## src/rtl/cvb_pkg.sv

```systemverilog
// Shared types, constants and arithmetic helpers for the camera view basis block.
package cvb_pkg;

	localparam int POS_W  = 32;
	localparam int AXIS_W = 20;
	localparam int Q30_W  = 32;
	localparam int WIDE_W = 64;

	typedef logic signed [POS_W-1:0]  pos_t;
	typedef logic signed [AXIS_W-1:0] axis_t;
	typedef logic signed [Q30_W-1:0]  q30_t;
	typedef logic signed [WIDE_W-1:0] wide_t;
	typedef logic signed [15:0]       angle_t;
	typedef logic [2:0]               func_t;

	localparam func_t FN_LOOK  = 3'd0;
	localparam func_t FN_ROLL  = 3'd1;
	localparam func_t FN_YAW   = 3'd2;
	localparam func_t FN_PITCH = 3'd3;
	localparam func_t FN_SLIDE = 3'd4;

	localparam logic [1:0] AX_RIGHT = 2'd0;
	localparam logic [1:0] AX_UP    = 2'd1;
	localparam logic [1:0] AX_BACK  = 2'd2;

	localparam int   QUARTER_UNITS = 5760;
	localparam int   ANGLE_BIAS    = 8 * QUARTER_UNITS;
	localparam int   CORDIC_STEPS  = 22;
	localparam q30_t CORDIC_GAIN   = 32'sd652032874;
	localparam q30_t ONE_Q30       = 32'sd1073741824;
	localparam axis_t AXIS_ONE     = axis_t'(65536);

	localparam wide_t AXIS_MAX = (64'sd1 <<< (AXIS_W - 1)) - 64'sd1;
	localparam wide_t AXIS_MIN = -AXIS_MAX - 64'sd1;
	localparam wide_t POS_MAX  = (64'sd1 <<< (POS_W - 1)) - 64'sd1;
	localparam wide_t POS_MIN  = -POS_MAX - 64'sd1;

	function automatic q30_t atan_deg(input logic [4:0] idx);
		case (idx)
			5'd0:    return 32'sd2949120;
			5'd1:    return 32'sd1740967;
			5'd2:    return 32'sd919879;
			5'd3:    return 32'sd466945;
			5'd4:    return 32'sd234379;
			5'd5:    return 32'sd117304;
			5'd6:    return 32'sd58666;
			5'd7:    return 32'sd29335;
			5'd8:    return 32'sd14668;
			5'd9:    return 32'sd7334;
			5'd10:   return 32'sd3667;
			5'd11:   return 32'sd1833;
			5'd12:   return 32'sd917;
			5'd13:   return 32'sd458;
			5'd14:   return 32'sd229;
			5'd15:   return 32'sd115;
			5'd16:   return 32'sd57;
			5'd17:   return 32'sd29;
			5'd18:   return 32'sd14;
			5'd19:   return 32'sd7;
			5'd20:   return 32'sd4;
			5'd21:   return 32'sd2;
			default: return 32'sd0;
		endcase
	endfunction

	function automatic q30_t clamp_unit(input q30_t v);
		if (v > ONE_Q30)
			return ONE_Q30;
		if (v < -ONE_Q30)
			return -ONE_Q30;
		return v;
	endfunction

	function automatic axis_t sat_axis(input wide_t v);
		if (v > AXIS_MAX)
			return AXIS_MAX[AXIS_W-1:0];
		if (v < AXIS_MIN)
			return AXIS_MIN[AXIS_W-1:0];
		return v[AXIS_W-1:0];
	endfunction

	function automatic pos_t sat_pos(input wide_t v);
		if (v > POS_MAX)
			return POS_MAX[POS_W-1:0];
		if (v < POS_MIN)
			return POS_MIN[POS_W-1:0];
		return v[POS_W-1:0];
	endfunction

	function automatic wide_t rnd16(input wide_t v);
		return (v + (64'sd1 <<< 15)) >>> 16;
	endfunction

	function automatic wide_t rnd30(input wide_t v);
		return (v + (64'sd1 <<< 29)) >>> 30;
	endfunction

	function automatic axis_t q30_to_axis(input q30_t q);
		wide_t w;
		w = WIDE_W'(q);
		return sat_axis((w + (64'sd1 <<< 13)) >>> 14);
	endfunction

	function automatic logic [1:0] nxt1(input logic [1:0] i);
		case (i)
			2'd0:    return 2'd1;
			2'd1:    return 2'd2;
			default: return 2'd0;
		endcase
	endfunction

	function automatic logic [1:0] nxt2(input logic [1:0] i);
		case (i)
			2'd0:    return 2'd2;
			2'd1:    return 2'd0;
			default: return 2'd1;
		endcase
	endfunction

endpackage

```

## src/rtl/cvb_mul.sv

```systemverilog
// Shared signed 32x32 multiplier with registered product.
module cvb_mul (
	input  logic          clk,
	input  cvb_pkg::pos_t a,
	input  cvb_pkg::pos_t b,
	output cvb_pkg::wide_t prod
);
	import cvb_pkg::*;

	wide_t prod_q;

	always_ff @(posedge clk) begin
		prod_q <= WIDE_W'(a) * WIDE_W'(b);
	end

	assign prod = prod_q;

endmodule

```

## config.mk

```make
export PLATFORM = sky130hd
export DESIGN_NAME = cvb_mul
export DESIGN_NICKNAME = d
export VERILOG_FILES = /design/src/rtl/cvb_pkg.sv /design/src/rtl/cvb_mul.sv
export SDC_FILE = /design/constraint.sdc
export NUM_CORES = 2
export LEC_CHECK = 0
export BUFFER_PORTS_ARGS = -buffer_cell sky130_fd_sc_hd__buf_2
export CAP_MARGIN = 40
export CORE_MARGIN = 10
export CORE_UTILIZATION = 45
export CTS_BUF_LIST = sky130_fd_sc_hd__clkbuf_16
export CTS_CLUSTER_SIZE = 16
export DETAILED_ROUTE_END_ITERATION = 16
export PLACE_DENSITY = 0.69
export SLEW_MARGIN = 10
export SYNTH_ARGS = -nofsm -noshare
export SYNTH_HDL_FRONTEND = slang
export SYNTH_SLANG_ARGS = --single-unit
```

## constraint.sdc

```tcl
create_clock -name clk -period 9.79 [get_ports clk]
set_clock_uncertainty 0.15 [all_clocks]
set_input_delay 2.4475 -clock clk [delete_from_list [all_inputs] [get_ports clk]]
set_output_delay 2.4475 -clock clk [all_outputs]
set_load 0.02 [all_outputs]
```

==> reports/metrics.yaml <==
status: "completed"
drt-initial-drc-count: 1658
async_flop_share: 0
largest_reg_flops: 64
antenna_found_initial: 13
hold_start: "a[0]"
path_class: "input port to flip-flop"
gp_congestion: 0.896
start_util: 0.454
grt_max_degree: 27
slowest_delay_ns: 0.53
worst_pin_slew_ns: 0.498
die-area_mm2: 0.0947
dp_hpwl_um: 87300
viasPerCell: 4.99
drive_gt1_frac: 0.143
syn2layout_area_growth_pct: 13.7
crit_required_ns: 9.98
track_usage: 0.218
grt-ovfl-total: 0
worstPathMaxFanout: 22
syn_nets: 5215
dieHeight_um: 308
portBuffers: 128
max_slew_margin: 0.664
critPathTopFamily: "adder cells"
syn_avg_cell_area_um2: 9.59
crit_path_end_kind: "flip-flop"
cpMaxStageDelayCell: "fa_1"
fin_util: 0.516
ant_nets: 0
setup_viol: 0
rsz0062_at_grt: "yes"
synth_warnings: 0
cts_made_buffers: 9
remaining_drc_errors: 0
finalCriticalPeriod_ns: 9.54
cts_tree: "built"
cts_buffer_depth: 2
clkSinkCount: 64
num_vias: 26500
ys_seq_elements: 64
hp-class: "input port to flip-flop"
num_rows: 105
ys.flop_type: "dfxtp_1"
num-nets-final: 5561
synth_cell_types: 63
synth-edff-count: 0
grt_pass1_vias: 29900
clock-root-buffer: "clkbuf_16"
drv_slew: 0
core_area_mm2: 0.0821
cp_common_cell: "fa_1"
period_share: 0.974
htreeDepth: 3
maxCapViolations: 0
num-fill-cells: 7376
max_freq_ghz: 0.105
ys_seq_area_frac: 0.0344
hold_depth: 3
start_kind: "input port"
netlist_area_mm2: 0.0372
hold_violations: 0
clk_pin_slew_ns: 0.06
hold_end: "prod[0]$_DFF_P_"
cp_num_buf_inv: 7
io_pins: 129
first_pass_iters: 5
die_x_um: 308
finalWirelength_um: 97200
syn_inst: 3884
arrival_ns: 9.73
grt_pass1_wl_um: 162000
avgRoutedWirePerCell_um: 18.3
[cell type report]
class	instances	area, um2	area share
multi-input combinational	2668	31800	0.751
timing repair buffer	535	4110	0.0970
inverter	952	3570	0.0844
tap	1070	1340	0.0316
sequential	64	1280	0.0303
clock buffer	9	225	0.00532
clock inverter	6	28.8	0.000679
antenna	3	7.51	0.000177
[per-layer routing]
layer,up-vias,part of all wire,GRT usage
li1,11700,-,-
met3,133,0.058,0.0388
met1,13800,0.40,0.279
met4,18,0.024,0.0555
met2,732,0.51,0.377
met5,-,0.0014,0
[worst min-delay path, delay by kind of cell]
kind                   cells  cell delay [ns]
buffers and inverters      2             0.34
and+or+nand+nor            1             0.14
[repair_timing]
action / 4_1_cts / 5_1_grt
gates cloned: 0 / 0
resized for setup: 9 / 68
hold buffers: 0 / 0
pin swaps: 0 / 13
setup buffers: 0 / 3
endpoints found under the setup margin: 8 / 11
endpoints found under the hold margin: 0 / 0
[per-stage QoR]
stage | std cells | area (um2) | worst slack (ns) | TNS, ns | hold slack [ns]
6_report | 5307 | 42400 | 0.251 | 0 | 2.43
3_3_place_gp | 5286 | 41800 | -0.673 | -6.82 | 2.72
2_1_floorplan | 3884 | 37200 | 0.0458 | 0 | 2.42
5_1_grt | 5306 | 42400 | -0.0512 | -0.100 | 2.43
3_5_place_dp | 5286 | 41800 | -0.695 | -7.42 | 2.72
4_1_cts | 5301 | 42100 | 0.00431 | 0 | 2.41
[synthesized netlist by cell type, types with 6 or more instances]
library cell	instances	area, um2
nand4_1	7	43.8
nor3_1	6	30.0
o21bai_1	15	113
a21oi_1	68	340
inv_1	952	3570
and3_1	7	43.8
ha_1	184	2300
a21o_1	23	173
nor2_1	42	158
and2_1	516	3230
o21ai_0	28	140
nand3_1	15	75.1
dfxtp_1	64	1280
a31oi_1	12	75.1
clkbuf_1	195	732
nand2_1	511	1920
xnor2_1	53	464
nand2b_1	9	56.3
fa_1	1082	21700
xor2_1	22	193
o31ai_1	6	45.0
[cells in the final DEF (no fill, tap or decap), types with 4 or more instances in the layout]
master / n
nor3_1: 4
o21ai_0: 23
o21a_1: 4
a21o_1: 23
fa_1: 1073
buf_2: 100
a21oi_2: 7
nand2b_1: 9
xor2_1: 22
nand3_1: 14
a211oi_1: 4
buf_6: 4
ha_1: 182
buf_4: 386
and2_1: 516
nand2_1: 511
nand4_1: 7
a21oi_1: 61
clkbuf_4: 19
o21ai_1: 5
a31oi_1: 11
inv_1: 951
or3_1: 4
nor2_1: 40
and3_1: 6
o21bai_1: 14
fa_2: 9
dfxtp_1: 64
xnor2_1: 53
clkbuf_16: 9
buf_12: 26
o31ai_1: 5
[logic make-up after synthesis]
logic type                 Yosys count  synth area share
DFF                                 64            0.0344
adders and majority gates         1266             0.643
buffers and inverters             1152             0.116
AOI/OAI and AO/OA                  193            0.0346
and+or+nand+nor                   1134             0.154
xor gates and xnor gates            75            0.0176
[worst max path at each step]
stage,start,to,slack (ns),cells after the start
after floorplan,b[2],prod[62]$_DFF_P_,0.05,24
after global placement,b[2],prod[60]$_DFF_P_,-0.67,26
after detailed placement,b[2],prod[60]$_DFF_P_,-0.70,26
after CTS,a[14],prod[60]$_DFF_P_,0.004,27
after global routing,b[12],prod[61]$_DFF_P_,-0.05,27
final,b[9],prod[61]$_DFF_P_,0.25,27
Power is left out: the tool's default activity adds up to more than one toggle a clock period on the data nets, which glitch-free logic cannot reach.
