### src/rtl/cvb_pkg.sv
// Shared types, constants and arithmetic helpers for the camera view basis block.
package cvb_pkg;

	localparam int POS_W  = 32;
	localparam int AXIS_W = 20;
	localparam int Q30_W  = 32;
	localparam int WIDE_W = 64;

	typedef logic signed [POS_W-1:0]  pos_t;
	typedef logic signed [AXIS_W-1:0] axis_t;
	typedef logic signed [Q30_W-1:0]  q30_t;
	typedef logic signed [WIDE_W-1:0] wide_t;
	typedef logic signed [15:0]       angle_t;
	typedef logic [2:0]               func_t;

	localparam func_t FN_LOOK  = 3'd0;
	localparam func_t FN_ROLL  = 3'd1;
	localparam func_t FN_YAW   = 3'd2;
	localparam func_t FN_PITCH = 3'd3;
	localparam func_t FN_SLIDE = 3'd4;

	localparam logic [1:0] AX_RIGHT = 2'd0;
	localparam logic [1:0] AX_UP    = 2'd1;
	localparam logic [1:0] AX_BACK  = 2'd2;

	localparam int   QUARTER_UNITS = 5760;
	localparam int   ANGLE_BIAS    = 8 * QUARTER_UNITS;
	localparam int   CORDIC_STEPS  = 22;
	localparam q30_t CORDIC_GAIN   = 32'sd652032874;
	localparam q30_t ONE_Q30       = 32'sd1073741824;
	localparam axis_t AXIS_ONE     = axis_t'(65536);

	localparam wide_t AXIS_MAX = (64'sd1 <<< (AXIS_W - 1)) - 64'sd1;
	localparam wide_t AXIS_MIN = -AXIS_MAX - 64'sd1;
	localparam wide_t POS_MAX  = (64'sd1 <<< (POS_W - 1)) - 64'sd1;
	localparam wide_t POS_MIN  = -POS_MAX - 64'sd1;

	function automatic q30_t atan_deg(input logic [4:0] idx);
		case (idx)
			5'd0:    return 32'sd2949120;
			5'd1:    return 32'sd1740967;
			5'd2:    return 32'sd919879;
			5'd3:    return 32'sd466945;
			5'd4:    return 32'sd234379;
			5'd5:    return 32'sd117304;
			5'd6:    return 32'sd58666;
			5'd7:    return 32'sd29335;
			5'd8:    return 32'sd14668;
			5'd9:    return 32'sd7334;
			5'd10:   return 32'sd3667;
			5'd11:   return 32'sd1833;
			5'd12:   return 32'sd917;
			5'd13:   return 32'sd458;
			5'd14:   return 32'sd229;
			5'd15:   return 32'sd115;
			5'd16:   return 32'sd57;
			5'd17:   return 32'sd29;
			5'd18:   return 32'sd14;
			5'd19:   return 32'sd7;
			5'd20:   return 32'sd4;
			5'd21:   return 32'sd2;
			default: return 32'sd0;
		endcase
	endfunction

	function automatic q30_t clamp_unit(input q30_t v);
		if (v > ONE_Q30)
			return ONE_Q30;
		if (v < -ONE_Q30)
			return -ONE_Q30;
		return v;
	endfunction

	function automatic axis_t sat_axis(input wide_t v);
		if (v > AXIS_MAX)
			return AXIS_MAX[AXIS_W-1:0];
		if (v < AXIS_MIN)
			return AXIS_MIN[AXIS_W-1:0];
		return v[AXIS_W-1:0];
	endfunction

	function automatic pos_t sat_pos(input wide_t v);
		if (v > POS_MAX)
			return POS_MAX[POS_W-1:0];
		if (v < POS_MIN)
			return POS_MIN[POS_W-1:0];
		return v[POS_W-1:0];
	endfunction

	function automatic wide_t rnd16(input wide_t v);
		return (v + (64'sd1 <<< 15)) >>> 16;
	endfunction

	function automatic wide_t rnd30(input wide_t v);
		return (v + (64'sd1 <<< 29)) >>> 30;
	endfunction

	function automatic axis_t q30_to_axis(input q30_t q);
		wide_t w;
		w = WIDE_W'(q);
		return sat_axis((w + (64'sd1 <<< 13)) >>> 14);
	endfunction

	function automatic logic [1:0] nxt1(input logic [1:0] i);
		case (i)
			2'd0:    return 2'd1;
			2'd1:    return 2'd2;
			default: return 2'd0;
		endcase
	endfunction

	function automatic logic [1:0] nxt2(input logic [1:0] i);
		case (i)
			2'd0:    return 2'd2;
			2'd1:    return 2'd0;
			default: return 2'd1;
		endcase
	endfunction

endpackage

### src/rtl/cvb_cordic.sv
// Iterative sine/cosine unit: angle wrap, quadrant split and 22 CORDIC steps.
module cvb_cordic (
	input  logic            clk,
	input  logic            arst_n,
	input  logic            start,
	input  cvb_pkg::angle_t angle,
	output logic            done,
	output cvb_pkg::q30_t   cos_v,
	output cvb_pkg::q30_t   sin_v
);
	import cvb_pkg::*;

	localparam logic [1:0] C_IDLE = 2'd0;
	localparam logic [1:0] C_RED  = 2'd1;
	localparam logic [1:0] C_ITER = 2'd2;
	localparam logic [1:0] C_FIN  = 2'd3;

	logic [1:0]  st_q;
	logic [16:0] v_q;
	logic [1:0]  quad_q;
	q30_t        x_q, y_q, z_q;
	logic [4:0]  it_q;
	logic        done_q;
	q30_t        cos_q, sin_q;
	q30_t        dx, dy, cx, sy;

	assign dx = y_q >>> it_q;
	assign dy = x_q >>> it_q;
	assign cx = clamp_unit(x_q);
	assign sy = clamp_unit(y_q);

	always_ff @(posedge clk or negedge arst_n) begin
		if (!arst_n) begin
			st_q   <= C_IDLE;
			done_q <= 1'b0;
		end else begin
			done_q <= 1'b0;
			unique case (st_q)
				C_IDLE: begin
					if (start) begin
						v_q    <= {angle[15], angle} + 17'(ANGLE_BIAS);
						quad_q <= 2'd0;
						st_q   <= C_RED;
					end
				end
				C_RED: begin
					if (v_q >= 17'(QUARTER_UNITS)) begin
						v_q    <= v_q - 17'(QUARTER_UNITS);
						quad_q <= quad_q + 2'd1;
					end else begin
						z_q  <= q30_t'({15'd0, v_q}) <<< 10;
						x_q  <= CORDIC_GAIN;
						y_q  <= '0;
						it_q <= '0;
						st_q <= C_ITER;
					end
				end
				C_ITER: begin
					if (!z_q[Q30_W-1]) begin
						x_q <= x_q - dx;
						y_q <= y_q + dy;
						z_q <= z_q - atan_deg(it_q);
					end else begin
						x_q <= x_q + dx;
						y_q <= y_q - dy;
						z_q <= z_q + atan_deg(it_q);
					end
					if (it_q == 5'(CORDIC_STEPS - 1))
						st_q <= C_FIN;
					else
						it_q <= it_q + 5'd1;
				end
				C_FIN: begin
					case (quad_q)
						2'd0: begin cos_q <= cx;  sin_q <= sy;  end
						2'd1: begin cos_q <= -sy; sin_q <= cx;  end
						2'd2: begin cos_q <= -cx; sin_q <= -sy; end
						default: begin cos_q <= sy; sin_q <= -cx; end
					endcase
					done_q <= 1'b1;
					st_q   <= C_IDLE;
				end
				default: st_q <= C_IDLE;
			endcase
		end
	end

	assign done  = done_q;
	assign cos_v = cos_q;
	assign sin_v = sin_q;

endmodule

### config.mk
export PLATFORM = sky130hd
export DESIGN_NAME = cvb_cordic
export DESIGN_NICKNAME = d
export VERILOG_FILES = /design/src/rtl/cvb_pkg.sv /design/src/rtl/cvb_cordic.sv
export SDC_FILE = /design/constraint.sdc
export NUM_CORES = 1
export LEC_CHECK = 0
export BUFFER_PORTS_ARGS = -buffer_cell sky130_fd_sc_hd__clkbuf_2
export CAP_MARGIN = 20
export CORE_ASPECT_RATIO = 0.7
export CORE_MARGIN = 4
export CORE_UTILIZATION = 50
export DETAILED_ROUTE_END_ITERATION = 7
export MAX_ROUTING_LAYER = met4
export PLACE_DENSITY = 0.78
export SYNTH_ARGS = -nofsm -noshare
export SYNTH_HDL_FRONTEND = slang
export SYNTH_SLANG_ARGS = --single-unit
### constraint.sdc
create_clock -name clk -period 14.45 [get_ports clk]
set_input_delay 1.445 -clock clk [delete_from_list [all_inputs] [get_ports clk]]
set_output_delay 1.445 -clock clk [all_outputs]
set_load 0.005 [all_outputs]
==> reports/results.tsv <==
stage	metric	value	unit
placed_design	Post-DP Area	23300	um2
setup_path	reg2reg path depth	22	
setup_path	reg2reg start	it_q[1]	
global_route	vias in the first global route	20295	
detailed_routing	vias per std cell	6.86	
synth	YS warnings	0	
clocking	TritonCTS clock tree	built	
sta	Period Utilization, post-route	50.8	%
layout	Layout area overhead	4.99	%
sta	Fin. Hold Viols	0	
sta	Min Hold Slack	0.582	ns
power_and_ir_drop	P_leak	9.27	nW
layout	most frequent cells in the layout	nor2_1 (279), a21oi_1 (242), nand2_1 (229)	
clocking	Sink Count	209	
setup_path	CP Launch Type	flop	
placed_design	I/O Buffers	83	
setup_path	data required time of the worst path	14.72	ns
detailed_routing	routed vias	21950	
sta	Slew HR	25.0	%
sta	Worst Skew	0.0202	ns
global_route	met3 Use GR	10.9	%
layout	Finished Cell Area	24000	um2
global_route	largest net degree at the start of global routing	80	
setup_path	crit path DAT	7.61	ns
placed_design	DP Wirelength	59200	um
layout	Final Util	53.2	%
clocking	clk slew on worst S/H paths	0.06	ns
global_route	global routing usage on met1	47.5	%
global_route	first-pass GRT wire length	123000	um
synth	Synth Net Count	2779	
synth	share of the yosys chip area belonging to registers	26.4	%
synth	post-synth top area cell	edfxtp_1	
clocking	Post-CTS Hold Buffers	0	
clocking	Num CTS Buffers	23	
hold_path	path category of the worst min-delay check	reg -> reg	
detailed_routing	Avg WL per Cell	25.4	um
power_and_ir_drop	Int Power	3.29	mW
clocking	CTS root buffer	clkbuf_16	
setup_path	worst setup path startpoint	it_q[1]	
layout	post-route insts no fill	3200	
power_and_ir_drop	net switching share of the total power	52.3	%
global_route	GR peak layer	met1	
setup_path	CP endpoint kind	flop	
global_route	gr ovfl total	0	
sta	RSZ-0062 raised after global routing	no	
synth	post-synthesis cell type count	102	
synth	Synth area leaders	edfxtp_1 (24%), ha_1 (6.8%), a21oi_1 (5.3%)	
floorplan	row count	65	
floorplan	overall die area	49300	um2
global_route	Global Route Usage Sum	32.4	%
clocking	Post-CTS Resized	0	
clocking	Post-CTS Setup Bufs	0	
floorplan	I/O pin count	84	
clocking	clk_lat worst skew	0.56	ns
power_and_ir_drop	Switch Pwr	3.61	mW
layout	commonest non-fill, non-tap cell in the layout	nor2_1	
power_and_ir_drop	PD cells	288	nW/um2
placed_design	Cell Count Post-Placement	3155	
power_and_ir_drop	proportion of power drawn by flip-flops and latches	19.0	%
detailed_routing	final WL	81400	um
clocking	Clock Path Buffers	3	
synth	EDFF count, synth	184	
run	# Max-Cap Violations	0	
setup_path	Reg2Reg Setup Slack	7.11	ns
global_route	initial antenna violation count	1	
outcome	outcome	finished, final reports clean	
detailed_routing	# DRC	0	
detailed_routing	Final ANT Viol Nets	0	
synth	Post-synth top flop	edfxtp_1	
floorplan	Die H	187	um
detailed_routing	drt first pass iters	6	
power_and_ir_drop	Comb pwr share	72.7	%
synth	Post-synth ARST share	1.44	%
sta	worst slew pin tran	1.12	ns
global_route	GR Layer Usage met2	42.5	%
clocking	CTS H-tree lvls	1	
sta	shortest period the worst path allows	7.34	ns
sta	Slew Viols, Final	0	
power_and_ir_drop	Clock Power Share	8.3	%
floorplan	initial core utilization	50.6	%
synth	Mean Syn Cell Area	8.68	um2
placed_design	global placer's final weighted congestion	1.01	
synth	area share of the largest cell type after synthesis	24.2	%
sta	Peak Freq	136	MHz
setup_path	Worst Setup EP	y_q[30]	
synth	Post-Syn Area	22900	um2
layout	layout cells sized above 1	12.2	%
setup_path	Max FO, Critical Path	52	
layout	nets	2725	
sta	setup TNS	0	ns
power_and_ir_drop	Max IR drop VDD	0.173	mV
setup_path	CP Class	reg -> reg	
detailed_routing	Detailed Route Iter0 Violations	3207	
floorplan	core area	45100	um2
floorplan	Die Wd	264	um
synth	Post-Syn Instances	2633	
setup_path	worst reg2reg path endpoint	y_q[30]	
sta	# setup viols final	0	
synth	Seq cells post-synth	209	
-- critical path, cell delays in order, from the launching register on --
cell       delay (ns)
edfxtp_1         0.32
buf_4            0.57
buf_4            0.70
mux4_1           0.69
mux2_2           0.32
a2111oi_0        0.53
a21o_1           0.22
ha_1             0.20
and3_1           0.34
and2_1           0.30
a21oi_1          0.15
xor2_1           0.21
ha_1             0.38
a21o_1           0.20
a21oi_1          0.14
o221ai_1         0.12
a21oi_1          0.17
o31ai_1          0.14
a221o_1          0.36
a221o_1          0.36
a311oi_1         0.34
xor2_1           0.17
nor2_1           0.05
-- kinds of logic (layout without fill, tap and decap cells) --
logic type / after synthesis / count (layout) / synth area share [%]
and+or+nand+nor: 850 / 850 / 17.5
xor gates and xnor gates: 187 / 187 / 7.23
DFF: 209 / 209 / 26.4
muxes: 209 / 209 / 13.7
adders and majority gates: 127 / 127 / 7.05
AOI/OAI and AO/OA: 784 / 784 / 22.2
other: 0 / 1 / 0
buffers and inverters: 267 / 230 / 5.85
-- cell type report --
class | count | area [um2]
timing repair buffer | 125 | 754
sequential | 209 | 6040
tap | 603 | 754
fill | 4097 | 21100
antenna | 1 | 2.50
inverter | 63 | 236
clock inverter | 15 | 106
multi-input combinational | 2157 | 15500
clock buffer | 27 | 601
-- metrics by stage --
step	setup WS, ns	total power [mW]
global route	6.60	7.39
global placement	7.38	6.00
finish	7.11	6.91
detailed placement	7.27	6.12
CTS	7.24	6.73
floorplan	5.34	4.92
-- synthesized netlist by cell type, drive strengths merged (60+ instances only) --
cell	n
ha	124
inv	60
mux4	70
mux2	63
xnor2	101
a21o	73
a21oi	243
buf	66
clkbuf	137
nand2	229
mux2i	76
o21ai	130
xor2	85
nor3	71
edfxtp	184
nor2	280
-- power groups by stage --
stage / logic [mW] / registers [mW] / clock network [mW]
after global routing: 5.46 / 1.31 / 0.611
after floorplan: 3.82 / 1.10 / 0
final: 5.02 / 1.31 / 0.576
after global placement: 4.71 / 1.29 / 0
after detailed placement: 4.82 / 1.30 / 0
after CTS: 4.86 / 1.29 / 0.584
-- per-layer routing --
layer / up-vias / part of all wire (%)
li1: 9783 / -
met1: 10479 / 44
met2: 1507 / 39
met3: 181 / 15
met4: 0 / 2.8
met5: - / 0
-- worst min path at each step --
stage	startpoint	endpoint	slack, ns	cells past startpoint
finish	st_q[1]	st_q[1]	0.58	1
global route	st_q[1]	st_q[1]	0.61	1
CTS	st_q[1]	st_q[1]	0.58	1
detailed placement	st_q[1]	st_q[1]	0.57	1
global placement	st_q[1]	st_q[1]	0.55	1
floorplan	st_q[1]	st_q[1]	0.53	1
No activity file was read; power rests on OpenSTA's default activity.
