File: config.mk
export PLATFORM = sky130hd
export DESIGN_NAME = cvb_norm
export DESIGN_NICKNAME = d
export VERILOG_FILES = /design/src/rtl/cvb_pkg.sv /design/src/rtl/cvb_norm.sv
export SDC_FILE = /design/constraint.sdc
export NUM_CORES = 2
export LEC_CHECK = 0
export ABC_AREA = 1
export ABC_CLOCK_PERIOD_IN_PS = 7900
export BUFFER_PORTS_ARGS = -buffer_cell sky130_fd_sc_hd__buf_2
export CORE_UTILIZATION = 33
export CTS_BUF_LIST = sky130_fd_sc_hd__clkbuf_8 sky130_fd_sc_hd__clkbuf_16
export DETAILED_ROUTE_END_ITERATION = 8
export GPL_TIMING_DRIVEN = 0
export SLEW_MARGIN = 20
export SYNTH_ARGS = -nofsm -noshare
export SYNTH_HDL_FRONTEND = slang
export SYNTH_SLANG_ARGS = --single-unit
File: constraint.sdc
create_clock -name clk -period 7.9 [get_ports clk]
set_input_delay 1.185 -clock clk [delete_from_list [all_inputs] [get_ports clk]]
set_output_delay 1.185 -clock clk [all_outputs]
set_load 0.05 [all_outputs]
File: src/rtl/cvb_pkg.sv
// Shared types, constants and arithmetic helpers for the camera view basis block.
package cvb_pkg;

	localparam int POS_W  = 32;
	localparam int AXIS_W = 20;
	localparam int Q30_W  = 32;
	localparam int WIDE_W = 64;

	typedef logic signed [POS_W-1:0]  pos_t;
	typedef logic signed [AXIS_W-1:0] axis_t;
	typedef logic signed [Q30_W-1:0]  q30_t;
	typedef logic signed [WIDE_W-1:0] wide_t;
	typedef logic signed [15:0]       angle_t;
	typedef logic [2:0]               func_t;

	localparam func_t FN_LOOK  = 3'd0;
	localparam func_t FN_ROLL  = 3'd1;
	localparam func_t FN_YAW   = 3'd2;
	localparam func_t FN_PITCH = 3'd3;
	localparam func_t FN_SLIDE = 3'd4;

	localparam logic [1:0] AX_RIGHT = 2'd0;
	localparam logic [1:0] AX_UP    = 2'd1;
	localparam logic [1:0] AX_BACK  = 2'd2;

	localparam int   QUARTER_UNITS = 5760;
	localparam int   ANGLE_BIAS    = 8 * QUARTER_UNITS;
	localparam int   CORDIC_STEPS  = 22;
	localparam q30_t CORDIC_GAIN   = 32'sd652032874;
	localparam q30_t ONE_Q30       = 32'sd1073741824;
	localparam axis_t AXIS_ONE     = axis_t'(65536);

	localparam wide_t AXIS_MAX = (64'sd1 <<< (AXIS_W - 1)) - 64'sd1;
	localparam wide_t AXIS_MIN = -AXIS_MAX - 64'sd1;
	localparam wide_t POS_MAX  = (64'sd1 <<< (POS_W - 1)) - 64'sd1;
	localparam wide_t POS_MIN  = -POS_MAX - 64'sd1;

	function automatic q30_t atan_deg(input logic [4:0] idx);
		case (idx)
			5'd0:    return 32'sd2949120;
			5'd1:    return 32'sd1740967;
			5'd2:    return 32'sd919879;
			5'd3:    return 32'sd466945;
			5'd4:    return 32'sd234379;
			5'd5:    return 32'sd117304;
			5'd6:    return 32'sd58666;
			5'd7:    return 32'sd29335;
			5'd8:    return 32'sd14668;
			5'd9:    return 32'sd7334;
			5'd10:   return 32'sd3667;
			5'd11:   return 32'sd1833;
			5'd12:   return 32'sd917;
			5'd13:   return 32'sd458;
			5'd14:   return 32'sd229;
			5'd15:   return 32'sd115;
			5'd16:   return 32'sd57;
			5'd17:   return 32'sd29;
			5'd18:   return 32'sd14;
			5'd19:   return 32'sd7;
			5'd20:   return 32'sd4;
			5'd21:   return 32'sd2;
			default: return 32'sd0;
		endcase
	endfunction

	function automatic q30_t clamp_unit(input q30_t v);
		if (v > ONE_Q30)
			return ONE_Q30;
		if (v < -ONE_Q30)
			return -ONE_Q30;
		return v;
	endfunction

	function automatic axis_t sat_axis(input wide_t v);
		if (v > AXIS_MAX)
			return AXIS_MAX[AXIS_W-1:0];
		if (v < AXIS_MIN)
			return AXIS_MIN[AXIS_W-1:0];
		return v[AXIS_W-1:0];
	endfunction

	function automatic pos_t sat_pos(input wide_t v);
		if (v > POS_MAX)
			return POS_MAX[POS_W-1:0];
		if (v < POS_MIN)
			return POS_MIN[POS_W-1:0];
		return v[POS_W-1:0];
	endfunction

	function automatic wide_t rnd16(input wide_t v);
		return (v + (64'sd1 <<< 15)) >>> 16;
	endfunction

	function automatic wide_t rnd30(input wide_t v);
		return (v + (64'sd1 <<< 29)) >>> 30;
	endfunction

	function automatic axis_t q30_to_axis(input q30_t q);
		wide_t w;
		w = WIDE_W'(q);
		return sat_axis((w + (64'sd1 <<< 13)) >>> 14);
	endfunction

	function automatic logic [1:0] nxt1(input logic [1:0] i);
		case (i)
			2'd0:    return 2'd1;
			2'd1:    return 2'd2;
			default: return 2'd0;
		endcase
	endfunction

	function automatic logic [1:0] nxt2(input logic [1:0] i);
		case (i)
			2'd0:    return 2'd2;
			2'd1:    return 2'd0;
			default: return 2'd1;
		endcase
	endfunction

endpackage

File: src/rtl/cvb_norm.sv
// Vector normalizer: shift scaling, bitwise square root and restoring division.
module cvb_norm (
	input  logic           clk,
	input  logic           arst_n,
	input  logic           start,
	input  cvb_pkg::wide_t vec_in [3],
	output logic           done,
	output cvb_pkg::q30_t  vec_out [3]
);
	import cvb_pkg::*;

	localparam logic [2:0] N_IDLE  = 3'd0;
	localparam logic [2:0] N_SCALE = 3'd1;
	localparam logic [2:0] N_SQ    = 3'd2;
	localparam logic [2:0] N_SQRT  = 3'd3;
	localparam logic [2:0] N_DSET  = 3'd4;
	localparam logic [2:0] N_DIV   = 3'd5;

	logic [2:0]  st_q;
	logic [63:0] m_q [3];
	logic        neg_q [3];
	logic [63:0] sum_q, xs_q;
	logic [34:0] rem_q;
	logic [31:0] root_q;
	logic [32:0] r_q;
	logic [30:0] nl_q, q_q;
	logic [1:0]  ci_q;
	logic [4:0]  cnt_q;
	logic        done_q;
	q30_t        out_q [3];

	logic [63:0] orv, sum_nx, num;
	logic [59:0] sq;
	logic [34:0] rem_sh, trial;
	logic [32:0] rs;
	logic        qbit;
	logic [30:0] q_fin;

	always_comb begin
		orv    = m_q[0] | m_q[1] | m_q[2];
		sq     = m_q[ci_q][29:0] * m_q[ci_q][29:0];
		sum_nx = sum_q + {4'd0, sq};
		rem_sh = {rem_q[32:0], xs_q[63:62]};
		trial  = {1'b0, root_q, 2'b01};
		num    = (m_q[ci_q] << 30) + {33'd0, root_q[31:1]};
		rs     = {r_q[31:0], nl_q[30]};
		qbit   = rs >= {1'b0, root_q};
		q_fin  = {q_q[29:0], qbit};
	end

	always_ff @(posedge clk or negedge arst_n) begin
		if (!arst_n) begin
			st_q   <= N_IDLE;
			done_q <= 1'b0;
		end else begin
			done_q <= 1'b0;
			unique case (st_q)
				N_IDLE: begin
					if (start) begin
						for (int i = 0; i < 3; i++) begin
							neg_q[i] <= vec_in[i][WIDE_W-1];
							m_q[i]   <= vec_in[i][WIDE_W-1] ? 64'(-vec_in[i]) : 64'(vec_in[i]);
						end
						st_q <= N_SCALE;
					end
				end
				N_SCALE: begin
					if (orv == 64'd0) begin
						for (int i = 0; i < 3; i++)
							out_q[i] <= '0;
						done_q <= 1'b1;
						st_q   <= N_IDLE;
					end else if (|orv[63:30]) begin
						for (int i = 0; i < 3; i++)
							m_q[i] <= m_q[i] >> 1;
					end else if (~|orv[63:29]) begin
						for (int i = 0; i < 3; i++)
							m_q[i] <= m_q[i] << 1;
					end else begin
						sum_q <= '0;
						ci_q  <= '0;
						st_q  <= N_SQ;
					end
				end
				N_SQ: begin
					sum_q <= sum_nx;
					if (ci_q == 2'd2) begin
						xs_q   <= sum_nx;
						rem_q  <= '0;
						root_q <= '0;
						cnt_q  <= '0;
						st_q   <= N_SQRT;
					end else
						ci_q <= ci_q + 2'd1;
				end
				N_SQRT: begin
					xs_q <= xs_q << 2;
					if (rem_sh >= trial) begin
						rem_q  <= rem_sh - trial;
						root_q <= {root_q[30:0], 1'b1};
					end else begin
						rem_q  <= rem_sh;
						root_q <= {root_q[30:0], 1'b0};
					end
					cnt_q <= cnt_q + 5'd1;
					if (cnt_q == 5'd31) begin
						ci_q <= '0;
						st_q <= N_DSET;
					end
				end
				N_DSET: begin
					r_q   <= num[63:31];
					nl_q  <= num[30:0];
					q_q   <= '0;
					cnt_q <= '0;
					st_q  <= N_DIV;
				end
				N_DIV: begin
					r_q   <= qbit ? rs - {1'b0, root_q} : rs;
					nl_q  <= nl_q << 1;
					q_q   <= q_fin;
					cnt_q <= cnt_q + 5'd1;
					if (cnt_q == 5'd30) begin
						out_q[ci_q] <= neg_q[ci_q] ? -q30_t'({1'b0, q_fin}) : q30_t'({1'b0, q_fin});
						if (ci_q == 2'd2) begin
							done_q <= 1'b1;
							st_q   <= N_IDLE;
						end else begin
							ci_q <= ci_q + 2'd1;
							st_q <= N_DSET;
						end
					end
				end
				default: st_q <= N_IDLE;
			endcase
		end
	end

	assign done    = done_q;
	assign vec_out = out_q;

endmodule
==> results.cfg <==
[yosys]
synth_nets = 9840
synth-seq-cells = 590
yosys_warnings = 0
synthFlopType = edfxtp_1
syn_avg_cell_area_um2 = 7.91
seq_area_frac_synth = 0.261
syn_area_um2 = 67700
yosys.area.top_type = edfxtp_1
netlist_instances = 8557
synth-edff-count = 584
synth.top_cells.by_area = edfxtp_1, fa_1, inv_1
synth.distinct_cells = 66
async_flop_share = 0.00678
synth_top_area_frac = 0.259

[sta]
fmax_mhz = 123
rsz0062_at_grt = true
skew_ps = 86.3
setup_viol = 67
slew_headroom = 0.185
worst_slack_ps = -253
finalCriticalPeriod_ps = 8150
min_period_over_period = 1.03
finalHoldViolCount = 0
slew_viol_final = 0
worstMarginPinSlew_ps = 1220
setup_tns_ps = -6470

[clock_tree]
cts_max_level = 3
cts_buffers = 74
clk_path_buf_depth = 3
cts-root-buf = clkbuf_16
path_clk_slew_ps = 60
clk_latency_ps = 730
cts_tree = built
cts_sinks = 590
cts-hold-fix-buffers = 0

[routing]
antenna_left = 0
viasPerCell = 5.28
drt-wirelength-per-cell_um = 24.3
vias = 62700
first_iter_violations = 7083
wirelength_mm = 288
drt_first_pass_iters = 8
detail_route.drc_violations = 0

[critical_path]
max_stage_delay_ps = 630
crit_path_end_kind = flip-flop
critPathBufInv = 8
start_kind = flip-flop
critical_path_class = reg2reg
cp.depth = 28
cp_data_required_time_ps = 8320
critPathTopFamily = adder cells
crit_top_cell = fa_1
critPathMaxFanout = 10
reg2regPathDepth = 28
crit_path_top_delay_cell = fa_1
critPathArrivalTime_ps = 8580

[global_routing]
grt_antenna_before_repair = 7
track_usage = 0.275
grt_start_max_net_pins = 55
grt_pass1_wl_mm = 417
grt-ovfl-total = 0
grt_pass1_vias = 63100

[floorplan]
coreArea_um2 = 203000
fp.dieArea_um2 = 207000
rows = 165
die_w_um = 455
die_h_um = 455
pin_count = 292
start_util = 0.333

[worst_hold_path]
hp-class = in2async

[outcome]
violations = negative setup slack
status = complete, but fails checks

[placement]
portBuffers = 291
dp_hpwl_mm = 235
place_congestion = 1.04
placed_cell_area_um2 = 73100

[job]
drv_cap = 0

[finish]
final_common_cell = inv_1
nets = 10400
fin_area_um2 = 80900
synthToLayoutAreaGrowth_pct = 19.5
layout_common_cells = inv_1, nand2_1, nor2_1, fa_1, edfxtp_1
drive_above_1_share = 0.154
worst reg2reg max path, delay by kind of cell, from the launching register on:
family	cells	cell delay [ps]
DFF	1	460
xor gates and xnor gates	1	150
and+or+nand+nor	5	660
AOI/OAI and AO/OA	5	1020
adders and majority gates	9	4380
buffers and inverters	8	1170
cell usage after synthesis, drive strengths merged, types with 3 or more instances:
cell type / count
o22ai: 4
o21ai: 502
buf: 138
and2: 8
nor4: 45
or2: 41
nand3b: 20
and3: 7
fa: 751
nand4: 107
nor2: 1248
inv: 1722
xnor2: 77
xor2: 191
a21oi: 279
o211ai: 72
nor3: 119
nand2: 1657
clkbuf: 133
dfrtp: 4
a21boi: 4
a31oi: 19
a21o: 14
o31ai: 5
clkinv: 3
o211a: 3
o21a: 8
edfxtp: 584
o21bai: 31
nor3b: 13
nand3: 394
ha: 337
flip-flops by register name (all words and copies together), names as in the netlist, named ones only:
| register | cells |
|---|---|
| nl_q | 31 |
| r_q | 32 |
| neg_q | 3 |
| rem_q | 33 |
| st_q | 3 |
| vec_out | 96 |
| m_q | 192 |
| done | 1 |
| ci_q | 2 |
| root_q | 32 |
| xs_q | 64 |
| cnt_q | 5 |
| sum_q | 64 |
| q_q | 30 |
metal layers:
layer / global-route usage / share of wire / vias up
li1: - / - / 28000
met2: 0.440 / 0.45 / 3220
met5: 0 / 0.00014 / -
met1: 0.348 / 0.39 / 30700
met4: 0.152 / 0.066 / 6
met3: 0.0538 / 0.090 / 766
through the flow:
stage / worst slack (ps) / hold slack, ps / instances / util
4_1_cts: -158 / 328 / 11800 / 0.393
5_1_grt: -404 / 336 / 11900 / 0.398
3_5_place_dp: -2670 / 512 / 11500 / 0.360
6_report: -253 / 364 / 11900 / 0.398
2_1_floorplan: 332 / 480 / 8557 / -
3_3_place_gp: -3190 / 506 / 11500 / 0.357
path summary, 6_finish.rpt:
kind                            slack, ps        end
max in group asynchronous            7180    st_q[1]
worst min register to register        520   xs_q[40]
worst min-delay path                  360       done
min in group clk                      520   xs_q[40]
worst max-delay path                 -250  sum_q[42]
worst max register to register       -250  sum_q[42]
final cells by class:
class | instances | area [um^2]
antenna | 2 | 5.00
buffer | 269 | 2300
clock buffer | 74 | 1850
clock inverter | 61 | 826
fill | 20900 | 122000
inverter | 1725 | 6570
multi-input combinational | 5971 | 44700
sequential | 590 | 17700
tap | 2672 | 3340
timing repair buffer | 502 | 3590
repair_timing:
action	CTS	global route
gates resized for setup	822	208
cloned	4	2
setup endpoints to repair	106	91
pin swaps	126	100
setup buffers	143	34
logic make-up (layout without fill, tap and decap cells):
logic type                 count (synthesis)  in the layout  share of synthesized area
other                                      0              2                          0
DFF                                      590            590                      0.261
xor gates and xnor gates                 268            268                     0.0347
adders and majority gates               1088           1088                      0.284
and+or+nand+nor                         3662           3662                      0.226
muxes                                      2              2                   0.000665
AOI/OAI and AO/OA                        951            951                     0.0784
buffers and inverters                   1996           2631                      0.115
Power is left out: the tool's default activity adds up to more than one toggle a clock period on the data nets, which glitch-free logic cannot reach.
